<file path="config.mk">
export PLATFORM = sky130hd
export DESIGN_NAME = line_follow_heading_sequencer_unit
export DESIGN_NICKNAME = d
export VERILOG_FILES = /design/src/design/lfhs_pkg.sv /design/src/design/lfhs_regs.sv /design/src/design/lfhs_dp.sv /design/src/design/lfhs_ctrl.sv /design/src/design/line_follow_heading_sequencer_unit.sv
export SDC_FILE = /design/constraint.sdc
export NUM_CORES = 1
export LEC_CHECK = 0
export BUFFER_PORTS_ARGS = -buffer_cell sky130_fd_sc_hd__buf_2
export CORE_MARGIN = 8
export CORE_UTILIZATION = 40
export CTS_BUF_LIST = sky130_fd_sc_hd__clkbuf_16
export DETAILED_ROUTE_END_ITERATION = 12
export REMOVE_ABC_BUFFERS = 1
export SKIP_CTS_REPAIR_TIMING = 1
export SLEW_MARGIN = 10
export SYNTH_ARGS = -nofsm -noshare
export SYNTH_HDL_FRONTEND = slang
export SYNTH_SLANG_ARGS = --single-unit
export TNS_END_PERCENT = 100
</file>
<file path="constraint.sdc">
create_clock -name clk -period 11 [get_ports clk]
set_clock_uncertainty 0.1 [all_clocks]
set_input_delay 0 -clock clk [delete_from_list [all_inputs] [get_ports clk]]
set_output_delay 0 -clock clk [all_outputs]
set_load 0.01 [all_outputs]
</file>
<file path="src/design/lfhs_pkg.sv">
// Shared types, constants and helpers of the line-follow heading sequencer.
package lfhs_pkg;

	// Sensor array.
	localparam int SENSOR_COUNT = 8;
	localparam int SCAN_COUNT   = (SENSOR_COUNT < 8) ? SENSOR_COUNT : 8;
	localparam int CNT_W        = $clog2(SCAN_COUNT + 1);
	localparam int REM_W        = $clog2(SCAN_COUNT);

	// Field and datapath widths.
	localparam int MASK_W   = 8;
	localparam int CUR_W    = 16;
	localparam int ANG_W    = 17;
	localparam int ERR_W    = 11;
	localparam int GAIN_W   = 11;
	localparam int LEAD_W   = 15;
	localparam int FAIL_W   = 16;
	localparam int ACT_W    = 3;
	localparam int SUM_W    = 14;
	localparam int DIV_BITS = 13;
	localparam int STEP_W   = $clog2(DIV_BITS + 1);
	localparam int PROD_W   = ERR_W + GAIN_W;
	localparam int WIDE_W   = 20;
	localparam int GAIN_FRAC = 8;

	// Angles in 1/128 degree.
	localparam logic signed [WIDE_W-1:0] ANG_HALF = 20'sd23040;
	localparam logic signed [WIDE_W-1:0] ANG_FULL = 20'sd46080;

	// Sensor weights in 1/128 units for the eight-sensor bar.
	localparam logic signed [SUM_W-1:0] WEIGHT8 [8] = '{
		-14'sd576, -14'sd384, -14'sd192, -14'sd64,
		14'sd64, 14'sd192, 14'sd384, 14'sd576
	};

	// Configuration port.
	localparam int ADDR_W = 5;
	localparam int DATA_W = 32;
	localparam int IDX_W  = 3;

	localparam logic [IDX_W-1:0] REG_STEER_GAIN   = 3'd0;
	localparam logic [IDX_W-1:0] REG_LEAD_LIMIT   = 3'd1;
	localparam logic [IDX_W-1:0] REG_FAIL_LIMIT   = 3'd2;
	localparam logic [IDX_W-1:0] REG_CENTER_MASK  = 3'd3;
	localparam logic [IDX_W-1:0] REG_LEFT_MASK    = 3'd4;
	localparam logic [IDX_W-1:0] REG_RIGHT_MASK   = 3'd5;

	localparam logic signed [GAIN_W-1:0] RST_STEER_GAIN  = -11'sd154;
	localparam logic [LEAD_W-1:0]        RST_LEAD_LIMIT  = 15'd4480;
	localparam logic [FAIL_W-1:0]        RST_FAIL_LIMIT  = 16'd10;
	localparam logic [MASK_W-1:0]        RST_CENTER_MASK = 8'd24;
	localparam logic [MASK_W-1:0]        RST_LEFT_MASK   = 8'd15;
	localparam logic [MASK_W-1:0]        RST_RIGHT_MASK  = 8'd240;

	typedef enum logic [ACT_W-1:0] {
		ACT_ALARM       = 3'd0,
		ACT_LOST        = 3'd1,
		ACT_RECOVERED   = 3'd2,
		ACT_LEFT_BEGIN  = 3'd3,
		ACT_RIGHT_BEGIN = 3'd4,
		ACT_TURNING     = 3'd5,
		ACT_TURN_DONE   = 3'd6,
		ACT_TRACKING    = 3'd7
	} action_t;

	typedef enum logic [1:0] {
		TURN_NONE  = 2'd0,
		TURN_LEFT  = 2'd1,
		TURN_RIGHT = 2'd2
	} turn_t;

	typedef enum logic [3:0] {
		ST_IDLE,
		ST_EVAL,
		ST_DIV,
		ST_DIV_END,
		ST_MUL,
		ST_ADD,
		ST_CLAMP,
		ST_WRAP,
		ST_RESULT
	} state_t;

	typedef struct packed {
		logic signed [GAIN_W-1:0] steer_gain;
		logic [LEAD_W-1:0]        lead_limit;
		logic [FAIL_W-1:0]        fail_limit;
		logic [MASK_W-1:0]        center_mask;
		logic [MASK_W-1:0]        left_mask;
		logic [MASK_W-1:0]        right_mask;
	} cfg_t;

	typedef struct packed {
		logic load;
		logic eval;
		logic div_step;
		logic err_load;
		logic mul;
		logic add;
		logic clamp;
		logic wrap;
		logic out_load;
	} dp_cmd_t;

	typedef struct packed {
		logic track;
		logic cnt_zero;
	} dp_stat_t;

	function automatic logic signed [SUM_W-1:0] sensor_weight(input int i);
		if (SENSOR_COUNT == 8) begin
			return WEIGHT8[i[2:0]];
		end
		return SUM_W'((2 * i - (SENSOR_COUNT - 1)) * 64);
	endfunction

endpackage

</file>
<file path="src/design/lfhs_regs.sv">
// Configuration register file behind the APB-style port.
module lfhs_regs (
	input  logic                       clk,
	input  logic                       arst_n,
	input  logic                       psel,
	input  logic                       penable,
	input  logic                       pwrite,
	input  logic [lfhs_pkg::ADDR_W-1:0] paddr,
	input  logic [lfhs_pkg::DATA_W-1:0] pwdata,
	output logic [lfhs_pkg::DATA_W-1:0] prdata,
	output logic                       pready,
	output lfhs_pkg::cfg_t             cfg
);

	lfhs_pkg::cfg_t              cfg_q;
	logic [lfhs_pkg::IDX_W-1:0]  idx;

	assign idx    = paddr[lfhs_pkg::ADDR_W-1:2];
	assign pready = 1'b1;
	assign cfg    = cfg_q;

	always_ff @(posedge clk or negedge arst_n) begin
		if (!arst_n) begin
			cfg_q.steer_gain  <= lfhs_pkg::RST_STEER_GAIN;
			cfg_q.lead_limit  <= lfhs_pkg::RST_LEAD_LIMIT;
			cfg_q.fail_limit  <= lfhs_pkg::RST_FAIL_LIMIT;
			cfg_q.center_mask <= lfhs_pkg::RST_CENTER_MASK;
			cfg_q.left_mask   <= lfhs_pkg::RST_LEFT_MASK;
			cfg_q.right_mask  <= lfhs_pkg::RST_RIGHT_MASK;
		end else if (psel && penable && pwrite) begin
			unique case (idx)
				lfhs_pkg::REG_STEER_GAIN: begin
					cfg_q.steer_gain <= $signed(pwdata[lfhs_pkg::GAIN_W-1:0]);
				end
				lfhs_pkg::REG_LEAD_LIMIT: begin
					cfg_q.lead_limit <= pwdata[lfhs_pkg::LEAD_W-1:0];
				end
				lfhs_pkg::REG_FAIL_LIMIT: begin
					cfg_q.fail_limit <= pwdata[lfhs_pkg::FAIL_W-1:0];
				end
				lfhs_pkg::REG_CENTER_MASK: begin
					cfg_q.center_mask <= pwdata[lfhs_pkg::MASK_W-1:0];
				end
				lfhs_pkg::REG_LEFT_MASK: begin
					cfg_q.left_mask <= pwdata[lfhs_pkg::MASK_W-1:0];
				end
				lfhs_pkg::REG_RIGHT_MASK: begin
					cfg_q.right_mask <= pwdata[lfhs_pkg::MASK_W-1:0];
				end
				default: begin
				end
			endcase
		end
	end

	always_comb begin
		unique case (idx)
			lfhs_pkg::REG_STEER_GAIN:  prdata = lfhs_pkg::DATA_W'(cfg_q.steer_gain);
			lfhs_pkg::REG_LEAD_LIMIT:  prdata = lfhs_pkg::DATA_W'(cfg_q.lead_limit);
			lfhs_pkg::REG_FAIL_LIMIT:  prdata = lfhs_pkg::DATA_W'(cfg_q.fail_limit);
			lfhs_pkg::REG_CENTER_MASK: prdata = lfhs_pkg::DATA_W'(cfg_q.center_mask);
			lfhs_pkg::REG_LEFT_MASK:   prdata = lfhs_pkg::DATA_W'(cfg_q.left_mask);
			lfhs_pkg::REG_RIGHT_MASK:  prdata = lfhs_pkg::DATA_W'(cfg_q.right_mask);
			default:                   prdata = '0;
		endcase
	end

endmodule

</file>
<file path="src/design/lfhs_dp.sv">
// Datapath: sensor qualification, mode decision, centroid divider and heading update.
module lfhs_dp (
	input  logic                              clk,
	input  logic                              arst_n,
	input  lfhs_pkg::cfg_t                    cfg,
	input  lfhs_pkg::dp_cmd_t                 cmd,
	output lfhs_pkg::dp_stat_t                stat,
	input  logic                              read_ok,
	input  logic [lfhs_pkg::MASK_W-1:0]       raw_byte,
	input  logic signed [lfhs_pkg::CUR_W-1:0] current_heading,
	input  logic                              alarm,
	output logic [lfhs_pkg::ACT_W-1:0]        action,
	output logic signed [lfhs_pkg::ANG_W-1:0] target_heading,
	output logic signed [lfhs_pkg::ERR_W-1:0] line_error,
	output logic [lfhs_pkg::MASK_W-1:0]       sensor_value,
	output logic                              turning,
	output logic                              lost,
	output logic                              turn_right
);

	// Captured input beat.
	logic                               ok_q;
	logic [lfhs_pkg::MASK_W-1:0]        raw_q;
	logic signed [lfhs_pkg::CUR_W-1:0]  cur_q;
	logic                               alarm_q;

	// Sequencer state.
	logic [lfhs_pkg::MASK_W-1:0]        cache_q;
	logic [lfhs_pkg::FAIL_W-1:0]        fail_q;
	logic signed [lfhs_pkg::ANG_W-1:0]  target_q;
	logic signed [lfhs_pkg::ERR_W-1:0]  err_q;
	logic                               lost_q;
	lfhs_pkg::turn_t                    turn_q;

	// Per-beat working registers.
	lfhs_pkg::action_t                  act_q;
	logic [lfhs_pkg::MASK_W-1:0]        sens_q;
	logic [lfhs_pkg::DIV_BITS-1:0]      dvd_q;
	logic [lfhs_pkg::REM_W-1:0]         rem_q;
	logic [lfhs_pkg::CNT_W-1:0]         dsr_q;
	logic                               neg_q;
	logic signed [lfhs_pkg::PROD_W-1:0] prod_q;
	logic signed [lfhs_pkg::WIDE_W-1:0] t_q;

	// Result register.
	lfhs_pkg::action_t                  out_act_q;
	logic signed [lfhs_pkg::ANG_W-1:0]  out_tgt_q;
	logic signed [lfhs_pkg::ERR_W-1:0]  out_err_q;
	logic [lfhs_pkg::MASK_W-1:0]        out_sens_q;
	logic                               out_turning_q;
	logic                               out_lost_q;
	logic                               out_right_q;

	// Decision logic.
	logic                               turning_now;
	logic                               fetch_en;
	logic [lfhs_pkg::FAIL_W-1:0]        fail_inc;
	logic [lfhs_pkg::MASK_W-1:0]        s_fetch;
	logic [lfhs_pkg::MASK_W-1:0]        s_e;
	logic [lfhs_pkg::MASK_W-1:0]        cache_n;
	logic [lfhs_pkg::FAIL_W-1:0]        fail_n;
	lfhs_pkg::turn_t                    turn_n;
	logic                               lost_n;
	lfhs_pkg::action_t                  act_n;
	logic                               tgt_set;
	logic                               track;

	// Centroid and arithmetic.
	logic signed [lfhs_pkg::SUM_W-1:0]  sum;
	logic [lfhs_pkg::CNT_W-1:0]         cnt;
	logic [lfhs_pkg::SUM_W-1:0]         mag;
	logic [lfhs_pkg::REM_W:0]           trial;
	logic                               ge;
	logic [lfhs_pkg::REM_W:0]           rem_n;
	logic signed [lfhs_pkg::ERR_W-1:0]  quo;
	logic signed [lfhs_pkg::WIDE_W-1:0] cur_w;
	logic signed [lfhs_pkg::WIDE_W-1:0] lim_w;
	logic signed [lfhs_pkg::WIDE_W-1:0] diff;
	logic signed [lfhs_pkg::WIDE_W-1:0] wrapped;

	assign turning_now = (turn_q == lfhs_pkg::TURN_LEFT) || (turn_q == lfhs_pkg::TURN_RIGHT);
	assign fetch_en    = turning_now || !alarm_q;
	assign fail_inc    = (fail_q == '1) ? fail_q : fail_q + lfhs_pkg::FAIL_W'(1);

	always_comb begin
		if (ok_q) begin
			s_fetch = ~raw_q;
			cache_n = ~raw_q;
			fail_n  = '0;
		end else begin
			s_fetch = (fail_inc > cfg.fail_limit) ? '0 : cache_q;
			cache_n = cache_q;
			fail_n  = fail_inc;
		end
		if (!fetch_en) begin
			s_e     = '0;
			cache_n = cache_q;
			fail_n  = fail_q;
		end else begin
			s_e = s_fetch;
		end
	end

	always_comb begin
		turn_n  = lfhs_pkg::TURN_NONE;
		lost_n  = lost_q;
		act_n   = lfhs_pkg::ACT_ALARM;
		tgt_set = 1'b0;
		track   = 1'b0;
		if (turning_now) begin
			if ((s_e & cfg.center_mask) != '0) begin
				tgt_set = 1'b1;
				act_n   = lfhs_pkg::ACT_TURN_DONE;
			end else if (alarm_q) begin
				act_n = lfhs_pkg::ACT_ALARM;
			end else begin
				turn_n = turn_q;
				act_n  = lfhs_pkg::ACT_TURNING;
			end
		end else begin
			priority if (alarm_q) begin
				act_n = lfhs_pkg::ACT_ALARM;
			end else if (s_e == '0) begin
				lost_n = 1'b1;
				act_n  = lfhs_pkg::ACT_LOST;
			end else if (lost_q) begin
				tgt_set = 1'b1;
				lost_n  = 1'b0;
				act_n   = lfhs_pkg::ACT_RECOVERED;
			end else if ((s_e & cfg.left_mask) == cfg.left_mask) begin
				turn_n = lfhs_pkg::TURN_LEFT;
				act_n  = lfhs_pkg::ACT_LEFT_BEGIN;
			end else if ((s_e & cfg.right_mask) == cfg.right_mask) begin
				turn_n = lfhs_pkg::TURN_RIGHT;
				act_n  = lfhs_pkg::ACT_RIGHT_BEGIN;
			end else begin
				track = 1'b1;
				act_n = lfhs_pkg::ACT_TRACKING;
			end
		end
	end

	// Weighted sum and bit count of the qualified reading.
	always_comb begin
		sum = '0;
		cnt = '0;
		for (int i = 0; i < lfhs_pkg::SCAN_COUNT; i++) begin
			if (s_e[i]) begin
				sum = sum + lfhs_pkg::sensor_weight(i);
				cnt = cnt + lfhs_pkg::CNT_W'(1);
			end
		end
		mag = sum[lfhs_pkg::SUM_W-1] ? lfhs_pkg::SUM_W'(-sum) : lfhs_pkg::SUM_W'(sum);
	end

	assign stat.track    = track;
	assign stat.cnt_zero = (cnt == '0);

	// One quotient bit per cycle on the magnitude; the sign goes back on at the end.
	assign trial = {rem_q, dvd_q[lfhs_pkg::DIV_BITS-1]};
	assign ge    = (trial >= (lfhs_pkg::REM_W+1)'(dsr_q));
	assign rem_n = ge ? trial - (lfhs_pkg::REM_W+1)'(dsr_q) : trial;
	assign quo   = $signed(dvd_q[lfhs_pkg::ERR_W-1:0]);

	assign cur_w = lfhs_pkg::WIDE_W'(cur_q);
	assign lim_w = $signed(lfhs_pkg::WIDE_W'(cfg.lead_limit));
	assign diff  = t_q - cur_w;

	always_comb begin
		if (t_q > lfhs_pkg::ANG_HALF) begin
			wrapped = t_q - lfhs_pkg::ANG_FULL;
		end else if (t_q < -lfhs_pkg::ANG_HALF) begin
			wrapped = t_q + lfhs_pkg::ANG_FULL;
		end else begin
			wrapped = t_q;
		end
	end

	always_ff @(posedge clk or negedge arst_n) begin
		if (!arst_n) begin
			cache_q  <= lfhs_pkg::RST_CENTER_MASK;
			fail_q   <= '0;
			target_q <= '0;
			err_q    <= '0;
			lost_q   <= 1'b0;
			turn_q   <= lfhs_pkg::TURN_NONE;
		end else begin
			if (cmd.eval) begin
				cache_q <= cache_n;
				fail_q  <= fail_n;
				lost_q  <= lost_n;
				turn_q  <= turn_n;
				if (tgt_set) begin
					target_q <= lfhs_pkg::ANG_W'(cur_q);
				end
			end
			if (cmd.err_load) begin
				err_q <= neg_q ? -quo : quo;
			end
			if (cmd.wrap) begin
				target_q <= $signed(wrapped[lfhs_pkg::ANG_W-1:0]);
			end
		end
	end

	always_ff @(posedge clk) begin
		if (cmd.load) begin
			ok_q    <= read_ok;
			raw_q   <= raw_byte;
			cur_q   <= current_heading;
			alarm_q <= alarm;
		end
		if (cmd.eval) begin
			act_q  <= act_n;
			sens_q <= s_e;
			dvd_q  <= mag[lfhs_pkg::DIV_BITS-1:0];
			rem_q  <= '0;
			dsr_q  <= cnt;
			neg_q  <= sum[lfhs_pkg::SUM_W-1];
		end
		if (cmd.div_step) begin
			dvd_q <= {dvd_q[lfhs_pkg::DIV_BITS-2:0], ge};
			rem_q <= rem_n[lfhs_pkg::REM_W-1:0];
		end
		if (cmd.mul) begin
			prod_q <= err_q * cfg.steer_gain;
		end
		if (cmd.add) begin
			t_q <= lfhs_pkg::WIDE_W'(target_q) + lfhs_pkg::WIDE_W'(prod_q >>> lfhs_pkg::GAIN_FRAC);
		end
		if (cmd.clamp) begin
			if (diff > lim_w) begin
				t_q <= cur_w + lim_w;
			end else if (diff < -lim_w) begin
				t_q <= cur_w - lim_w;
			end
		end
		if (cmd.out_load) begin
			out_act_q     <= act_q;
			out_tgt_q     <= target_q;
			out_err_q     <= err_q;
			out_sens_q    <= sens_q;
			out_turning_q <= (turn_q != lfhs_pkg::TURN_NONE);
			out_lost_q    <= lost_q;
			out_right_q   <= (turn_q == lfhs_pkg::TURN_RIGHT);
		end
	end

	assign action         = out_act_q;
	assign target_heading = out_tgt_q;
	assign line_error     = out_err_q;
	assign sensor_value   = out_sens_q;
	assign turning        = out_turning_q;
	assign lost           = out_lost_q;
	assign turn_right     = out_right_q;

	// A lost line is only ever declared outside a corner turn.
	a_lost_not_turning: assert property (@(posedge clk) disable iff (!arst_n)
		!(lost_q && (turn_q != lfhs_pkg::TURN_NONE)))
		else $error("lost flag set during a corner turn");

	// An alarm outside a turn takes no read, so the failure count must hold.
	a_alarm_no_read: assert property (@(posedge clk) disable iff (!arst_n)
		(cmd.eval && alarm_q && (turn_q == lfhs_pkg::TURN_NONE)) |=> $stable(fail_q))
		else $error("failure count moved on an alarm step");

	// The turn mode only ever holds one of its three defined values.
	a_turn_legal: assert property (@(posedge clk) disable iff (!arst_n)
		(turn_q == lfhs_pkg::TURN_NONE) || (turn_q == lfhs_pkg::TURN_LEFT) ||
		(turn_q == lfhs_pkg::TURN_RIGHT))
		else $error("turn mode left its defined values");

endmodule

</file>
<file path="src/design/lfhs_ctrl.sv">
// Controller state machine that sequences the datapath for each beat.
module lfhs_ctrl (
	input  logic               clk,
	input  logic               arst_n,
	input  logic               in_valid,
	output logic               in_stall,
	output logic               out_valid,
	input  logic               out_stall,
	input  lfhs_pkg::dp_stat_t stat,
	output lfhs_pkg::dp_cmd_t  cmd
);

	lfhs_pkg::state_t            state_q;
	lfhs_pkg::state_t            state_n;
	logic [lfhs_pkg::STEP_W-1:0] cnt_q;
	logic                        out_valid_q;

	always_ff @(posedge clk or negedge arst_n) begin
		if (!arst_n) begin
			state_q <= lfhs_pkg::ST_IDLE;
		end else begin
			state_q <= state_n;
		end
	end

	always_comb begin
		state_n  = state_q;
		cmd      = '0;
		in_stall = 1'b1;
		unique case (state_q)
			lfhs_pkg::ST_IDLE: begin
				in_stall = 1'b0;
				if (in_valid) begin
					cmd.load = 1'b1;
					state_n  = lfhs_pkg::ST_EVAL;
				end
			end
			lfhs_pkg::ST_EVAL: begin
				cmd.eval = 1'b1;
				if (!stat.track) begin
					state_n = lfhs_pkg::ST_RESULT;
				end else if (stat.cnt_zero) begin
					// No counted bit: the previous error is kept.
					state_n = lfhs_pkg::ST_MUL;
				end else begin
					state_n = lfhs_pkg::ST_DIV;
				end
			end
			lfhs_pkg::ST_DIV: begin
				cmd.div_step = 1'b1;
				if (cnt_q == lfhs_pkg::STEP_W'(lfhs_pkg::DIV_BITS - 1)) begin
					state_n = lfhs_pkg::ST_DIV_END;
				end
			end
			lfhs_pkg::ST_DIV_END: begin
				cmd.err_load = 1'b1;
				state_n      = lfhs_pkg::ST_MUL;
			end
			lfhs_pkg::ST_MUL: begin
				cmd.mul = 1'b1;
				state_n = lfhs_pkg::ST_ADD;
			end
			lfhs_pkg::ST_ADD: begin
				cmd.add = 1'b1;
				state_n = lfhs_pkg::ST_CLAMP;
			end
			lfhs_pkg::ST_CLAMP: begin
				cmd.clamp = 1'b1;
				state_n   = lfhs_pkg::ST_WRAP;
			end
			lfhs_pkg::ST_WRAP: begin
				cmd.wrap = 1'b1;
				state_n  = lfhs_pkg::ST_RESULT;
			end
			lfhs_pkg::ST_RESULT: begin
				if (!out_valid_q || !out_stall) begin
					cmd.out_load = 1'b1;
					state_n      = lfhs_pkg::ST_IDLE;
				end
			end
			default: begin
				state_n = lfhs_pkg::ST_IDLE;
			end
		endcase
	end

	always_ff @(posedge clk or negedge arst_n) begin
		if (!arst_n) begin
			cnt_q <= '0;
		end else if (cmd.eval) begin
			cnt_q <= '0;
		end else if (cmd.div_step) begin
			cnt_q <= cnt_q + lfhs_pkg::STEP_W'(1);
		end
	end

	always_ff @(posedge clk or negedge arst_n) begin
		if (!arst_n) begin
			out_valid_q <= 1'b0;
		end else if (cmd.out_load) begin
			out_valid_q <= 1'b1;
		end else if (!out_stall) begin
			out_valid_q <= 1'b0;
		end
	end

	assign out_valid = out_valid_q;

	a_accept_eval: assert property (@(posedge clk) disable iff (!arst_n)
		(in_valid && !in_stall) |=> (state_q == lfhs_pkg::ST_EVAL))
		else $error("accepted beat not evaluated next cycle");

	a_div_range: assert property (@(posedge clk) disable iff (!arst_n)
		(state_q == lfhs_pkg::ST_DIV) |-> (cnt_q < lfhs_pkg::DIV_BITS))
		else $error("divider ran past its last quotient bit");

	a_no_overwrite: assert property (@(posedge clk) disable iff (!arst_n)
		cmd.out_load |-> (!out_valid_q || !out_stall))
		else $error("result register overwritten while still held");

endmodule

</file>
<file path="src/design/line_follow_heading_sequencer_unit.sv">
// Top level of the line-follow heading sequencer.
//
//   channel  direction  handshake               payload
//   in       sink       in_valid / in_stall     read_ok, raw_byte, current_heading, alarm
//   out      source     out_valid / out_stall   action, target_heading, line_error,
//                                               sensor_value, turning, lost, turn_right
//   cfg      sink       psel/penable/pwrite     paddr, pwdata, prdata (pready always high)
//
// One beat is taken at a time. Alarm, lost, recovery, corner and turning steps go from
// evaluation straight to the result state; a tracking step first runs the restoring
// divider (one quotient bit a cycle), then error load, multiply, add, clamp and wrap.
// A new beat is accepted while the previous result still waits in the output register.
// Reset clears sequencer state (cache: centre mask) and loads the register reset values.
// A stalled output holds the controller in its result state until the register frees.
module line_follow_heading_sequencer_unit (
	input  logic                              clk,
	input  logic                              arst_n,
	input  logic                              in_valid,
	output logic                              in_stall,
	input  logic                              read_ok,
	input  logic [lfhs_pkg::MASK_W-1:0]       raw_byte,
	input  logic signed [lfhs_pkg::CUR_W-1:0] current_heading,
	input  logic                              alarm,
	output logic                              out_valid,
	input  logic                              out_stall,
	output logic [lfhs_pkg::ACT_W-1:0]        action,
	output logic signed [lfhs_pkg::ANG_W-1:0] target_heading,
	output logic signed [lfhs_pkg::ERR_W-1:0] line_error,
	output logic [lfhs_pkg::MASK_W-1:0]       sensor_value,
	output logic                              turning,
	output logic                              lost,
	output logic                              turn_right,
	input  logic                              psel,
	input  logic                              penable,
	input  logic                              pwrite,
	input  logic [lfhs_pkg::ADDR_W-1:0]       paddr,
	input  logic [lfhs_pkg::DATA_W-1:0]       pwdata,
	output logic [lfhs_pkg::DATA_W-1:0]       prdata,
	output logic                              pready
);

	lfhs_pkg::cfg_t     cfg;
	lfhs_pkg::dp_cmd_t  cmd;
	lfhs_pkg::dp_stat_t stat;

	lfhs_regs u_regs (
		.clk     (clk),
		.arst_n  (arst_n),
		.psel    (psel),
		.penable (penable),
		.pwrite  (pwrite),
		.paddr   (paddr),
		.pwdata  (pwdata),
		.prdata  (prdata),
		.pready  (pready),
		.cfg     (cfg)
	);

	lfhs_ctrl u_ctrl (
		.clk       (clk),
		.arst_n    (arst_n),
		.in_valid  (in_valid),
		.in_stall  (in_stall),
		.out_valid (out_valid),
		.out_stall (out_stall),
		.stat      (stat),
		.cmd       (cmd)
	);

	lfhs_dp u_dp (
		.clk             (clk),
		.arst_n          (arst_n),
		.cfg             (cfg),
		.cmd             (cmd),
		.stat            (stat),
		.read_ok         (read_ok),
		.raw_byte        (raw_byte),
		.current_heading (current_heading),
		.alarm           (alarm),
		.action          (action),
		.target_heading  (target_heading),
		.line_error      (line_error),
		.sensor_value    (sensor_value),
		.turning         (turning),
		.lost            (lost),
		.turn_right      (turn_right)
	);

endmodule

</file>
==> results.txt <==
----------------------------------------------------
[Cells and area]
  Footprint of the multi-input gates ... 13,240 µm²
  Final-layout fill cell count ... 5,099
  Final cell utilization of the core ... 45.67%
  Proportion of layout cells with a drive suffix above 1 ... 11.78%
  Area Overhead vs Synth ... 13.15%
  FF+latch area ... 7107 µm²
  Most common cell after layout, fill and taps aside ... inv_1
  Total number of nets in the final design ... 2,817
  Summed area of non-filler cells in the final layout ... 24,530 µm²
  Most frequent cells in the layout ... inv_1 (250), nand2_1 (216), ha_1 (191), nor2_1 (168), a21oi_1 (141)

[Place]
  DPL Wire Length ... 47.57 mm
  Number of input and output port buffers inserted ... 127
  Placed cell areas ... 22,910 µm²
  Routability congestion estimate ... 0.9266
  Placement Setup Slack ... 0.9650 ns

[Route]
  Number of vias in the routed layout ... 17,390
  Drt pass-1 iters ... 6
  Starting DRC count in detailed routing ... 1,126
  Number of vias per cell ... 5.504
  Remaining DRCs ... 0
  Detailed Route WL ... 61.70 mm
  Final antenna-violating net count ... 0
  Final routed wire length divided by cell count ... 19.53 µm

[Synthesis]
  Combinational family with the most area after synthesis ... adder cells
  Async set or reset register ratio after synthesis ... 49.24%
  Post-synth cell types ... 85
  Xor/xnor share of the synthesized area ... 5.218%
  Cell count after synthesis ... 2,307
  Count of warnings emitted by yosys ... 0
  Fraction of synthesized area in multiplexers ... 3.405%
  Most frequently used flop master after synthesis ... edfxtp_1
  Synth Area in Adders ... 22.11%
  Sequential fraction of the synthesis area ... 32.78%
  Number of enable flip-flop cells after synthesis ... 114
  Fraction of the mapped netlist area in simple logic gates ... 14.79%
  Synthesized-area fraction occupied by ao, oa, aoi and oai cells ... 15.42%
  Post-Syn Area ... 21,680 µm²
  Avg Cell Area, Syn ... 9.397 µm²
  Number of storage elements in the synthesis netlist ... 264

[Worst setup path]
  Maximum fanout encountered on the critical timing path ... 8
  Cell with the biggest individual delay on the critical path ... or3_1
  Crit path kind ... register to register
  Cell repeated most along the worst path ... ha_1
  Reg2Reg Capture Point ... u_dp.dvd_q[12]
  Start of the worst register-to-register path ... u_dp.fail_q[5]
  Worst EP arrival ... 10.28 ns
  Req. time, crit path ... 11.19 ns
  Crit start category ... register
  Largest stage delay on the critical path ... 0.52 ns
  Endpoint kind of the worst setup timing path ... register
  R2R cell count ... 43
  R2R Setup Slk ... 0.91 ns

[Timing]
  Transition time at the pin with the least slew margin ... 1.105 ns
  Hold Worst Slack ... -0.05713 ns
  Crit share post-route ... 91.76%
  Maximum achievable frequency ... 0.09907 GHz
  Total negative setup slack ... 0 ns
  Worst Slack Setup Final ... 0.9061 ns
  Number of endpoints failing setup at the final stage ... 0
  Number of slew-limit violations in the final report ... 0
  Setup repair after global routing missed its margin ... no
  Worst slew slack as a fraction of its limit ... 25.90%
  Clock period minus worst slack ... 10.09 ns
  Final hold vios ... 15

[Die]
  Cell row count ... 85
  Die span in x ... 248.8 µm
  Total Die Area ... 61,900 µm²
  Area of the core ... 53,710 µm²
  Total I/O pin count ... 147
  Effective utilization at floorplan ... 40.36%
  Die extent in y ... 248.8 µm

[Clock tree]
  Number of buffers added by the clock tree synthesis step ... 34
  Number of levels the H-tree was split into ... 2
  Maximum root-to-sink buffer count ... 3
  Clk_lat worst skew ... 0.56 ns
  Clk slew on worst S/H paths ... 0.06 ns
  CTS root buffer ... clkbuf_16
  Count of clock tree sinks ... 264
  Clock tree from TritonCTS ... yes

[Min path]
  Min-Delay Path Class ... input port to async pin

[Global routing]
  Pin count of the biggest net entering global routing ... 79
  Vias in the first global route ... 17,590
  Wire length of the first global-routing pass ... 97.87 mm
  Sum of overflow across all layers after global routing ... 0
  Initial antenna violation count ... 1
  Overall Global Routing Usage ... 19.58%

[Run status]
  Violations in the final reports ... negative hold slack
  Status ... finished with violations

[Job]
  Max Cap Violations ... 0

----------------------------------------------------
## routing by layer
layer,up-vias,global-route usage (%),part of all wire (%)
met3,112,3.578,5.7
met2,464,32.21,47
met5,-,0,0
met1,8534,25.84,44
li1,8276,-,-
met4,0,6.460,3.3
## synthesized netlist by cell type (43+ instances only)
cell type	number	area, µm²
nand2_1	216	810.8
dfrtp_1	106	2653
mux2_2	43	484.2
ha_1	191	2390
nand3_1	44	220.2
inv_1	245	919.6
a21oi_1	142	710.7
and2_1	63	394.1
edfxtp_1	114	3423
o21ai_0	117	585.6
nor3_1	51	255.2
clkbuf_1	72	270.3
nor2_1	168	630.6
fa_1	120	2402
xnor2_1	80	700.7
## worst max path at each step
stage	slack, ns	start	to
after floorplan	2.28	u_dp.fail_q[5]	u_dp.dvd_q[12]
after global placement	1.21	u_dp.fail_q[5]	u_dp.dvd_q[12]
after detailed placement	0.96	u_dp.fail_q[5]	u_dp.dvd_q[12]
after CTS	0.93	u_dp.fail_q[5]	u_dp.dvd_q[12]
after global routing	0.16	u_dp.fail_q[5]	u_dp.dvd_q[12]
final	0.91	u_dp.fail_q[5]	u_dp.dvd_q[12]
## state kept, by name, indices dropped and copies added, names as in the netlist, 4 cells and up
name                 cells
u_dp.dsr_q               4
u_ctrl.cnt_q             4
u_dp.t_q                20
u_dp.sensor_value        8
u_dp.raw_q               8
u_dp.target_heading     17
u_dp.cache_q             8
u_dp.cur_q              16
u_dp.prod_q             14
u_dp.dvd_q              13
u_ctrl.state_q           4
u_regs.cfg              66
u_dp.line_error         11
u_dp.fail_q             16
u_dp.target_q           17
u_dp.sens_q              8
u_dp.err_q              11
## kinds of logic (layout without fill, tap and decap cells)
| logic type | count (synthesis) | after routing |
|---|---|---|
| flops | 264 | 264 |
| mux | 68 | 68 |
| xor+xnor | 123 | 123 |
| compound gates | 521 | 521 |
| simple gates | 676 | 676 |
| other cells | 1 | 2 |
| fa+ha+maj | 311 | 311 |
| buf+inv | 343 | 498 |
## layout make-up
type                            count  share of cell area [%]
Multi-Input combinational cell   1700                   53.98
Tap cell                          696                   3.550
Sequential cell                   264                   28.97
Clock inverter                     25                  0.9845
Inverter                          249                   3.810
Antenna cell                        1                 0.01020
Timing Repair Buffer              187                   4.912
Clock buffer                       37                   3.775
## stage by stage
| step | hold WS [ns] | instances |
|---|---|---|
| after floorplan | -0.3956 | 2213 |
| after global placement | -0.04216 | 3051 |
| after detailed placement | -0.02806 | 3051 |
| after CTS | -0.5974 | 3113 |
| after global routing | 0.02766 | 3159 |
| final | -0.05713 | 3159 |
## worst max-delay path, delay by kind of cell, from the launching register on
| family | cells | cell delay [ns] |
|---|---|---|
| AO/OA/AOI/OAI | 9 | 1.52 |
| XOR/XNOR | 6 | 1.19 |
| adder cells (fa/ha/maj) | 6 | 1.85 |
| flip-flops | 1 | 0.44 |
| AND/OR/NAND/NOR | 19 | 4.30 |
| buffers and inverters | 3 | 0.42 |
Power is left out: the tool's default activity adds up to more than one toggle a clock period on the data nets, which glitch-free logic cannot reach.
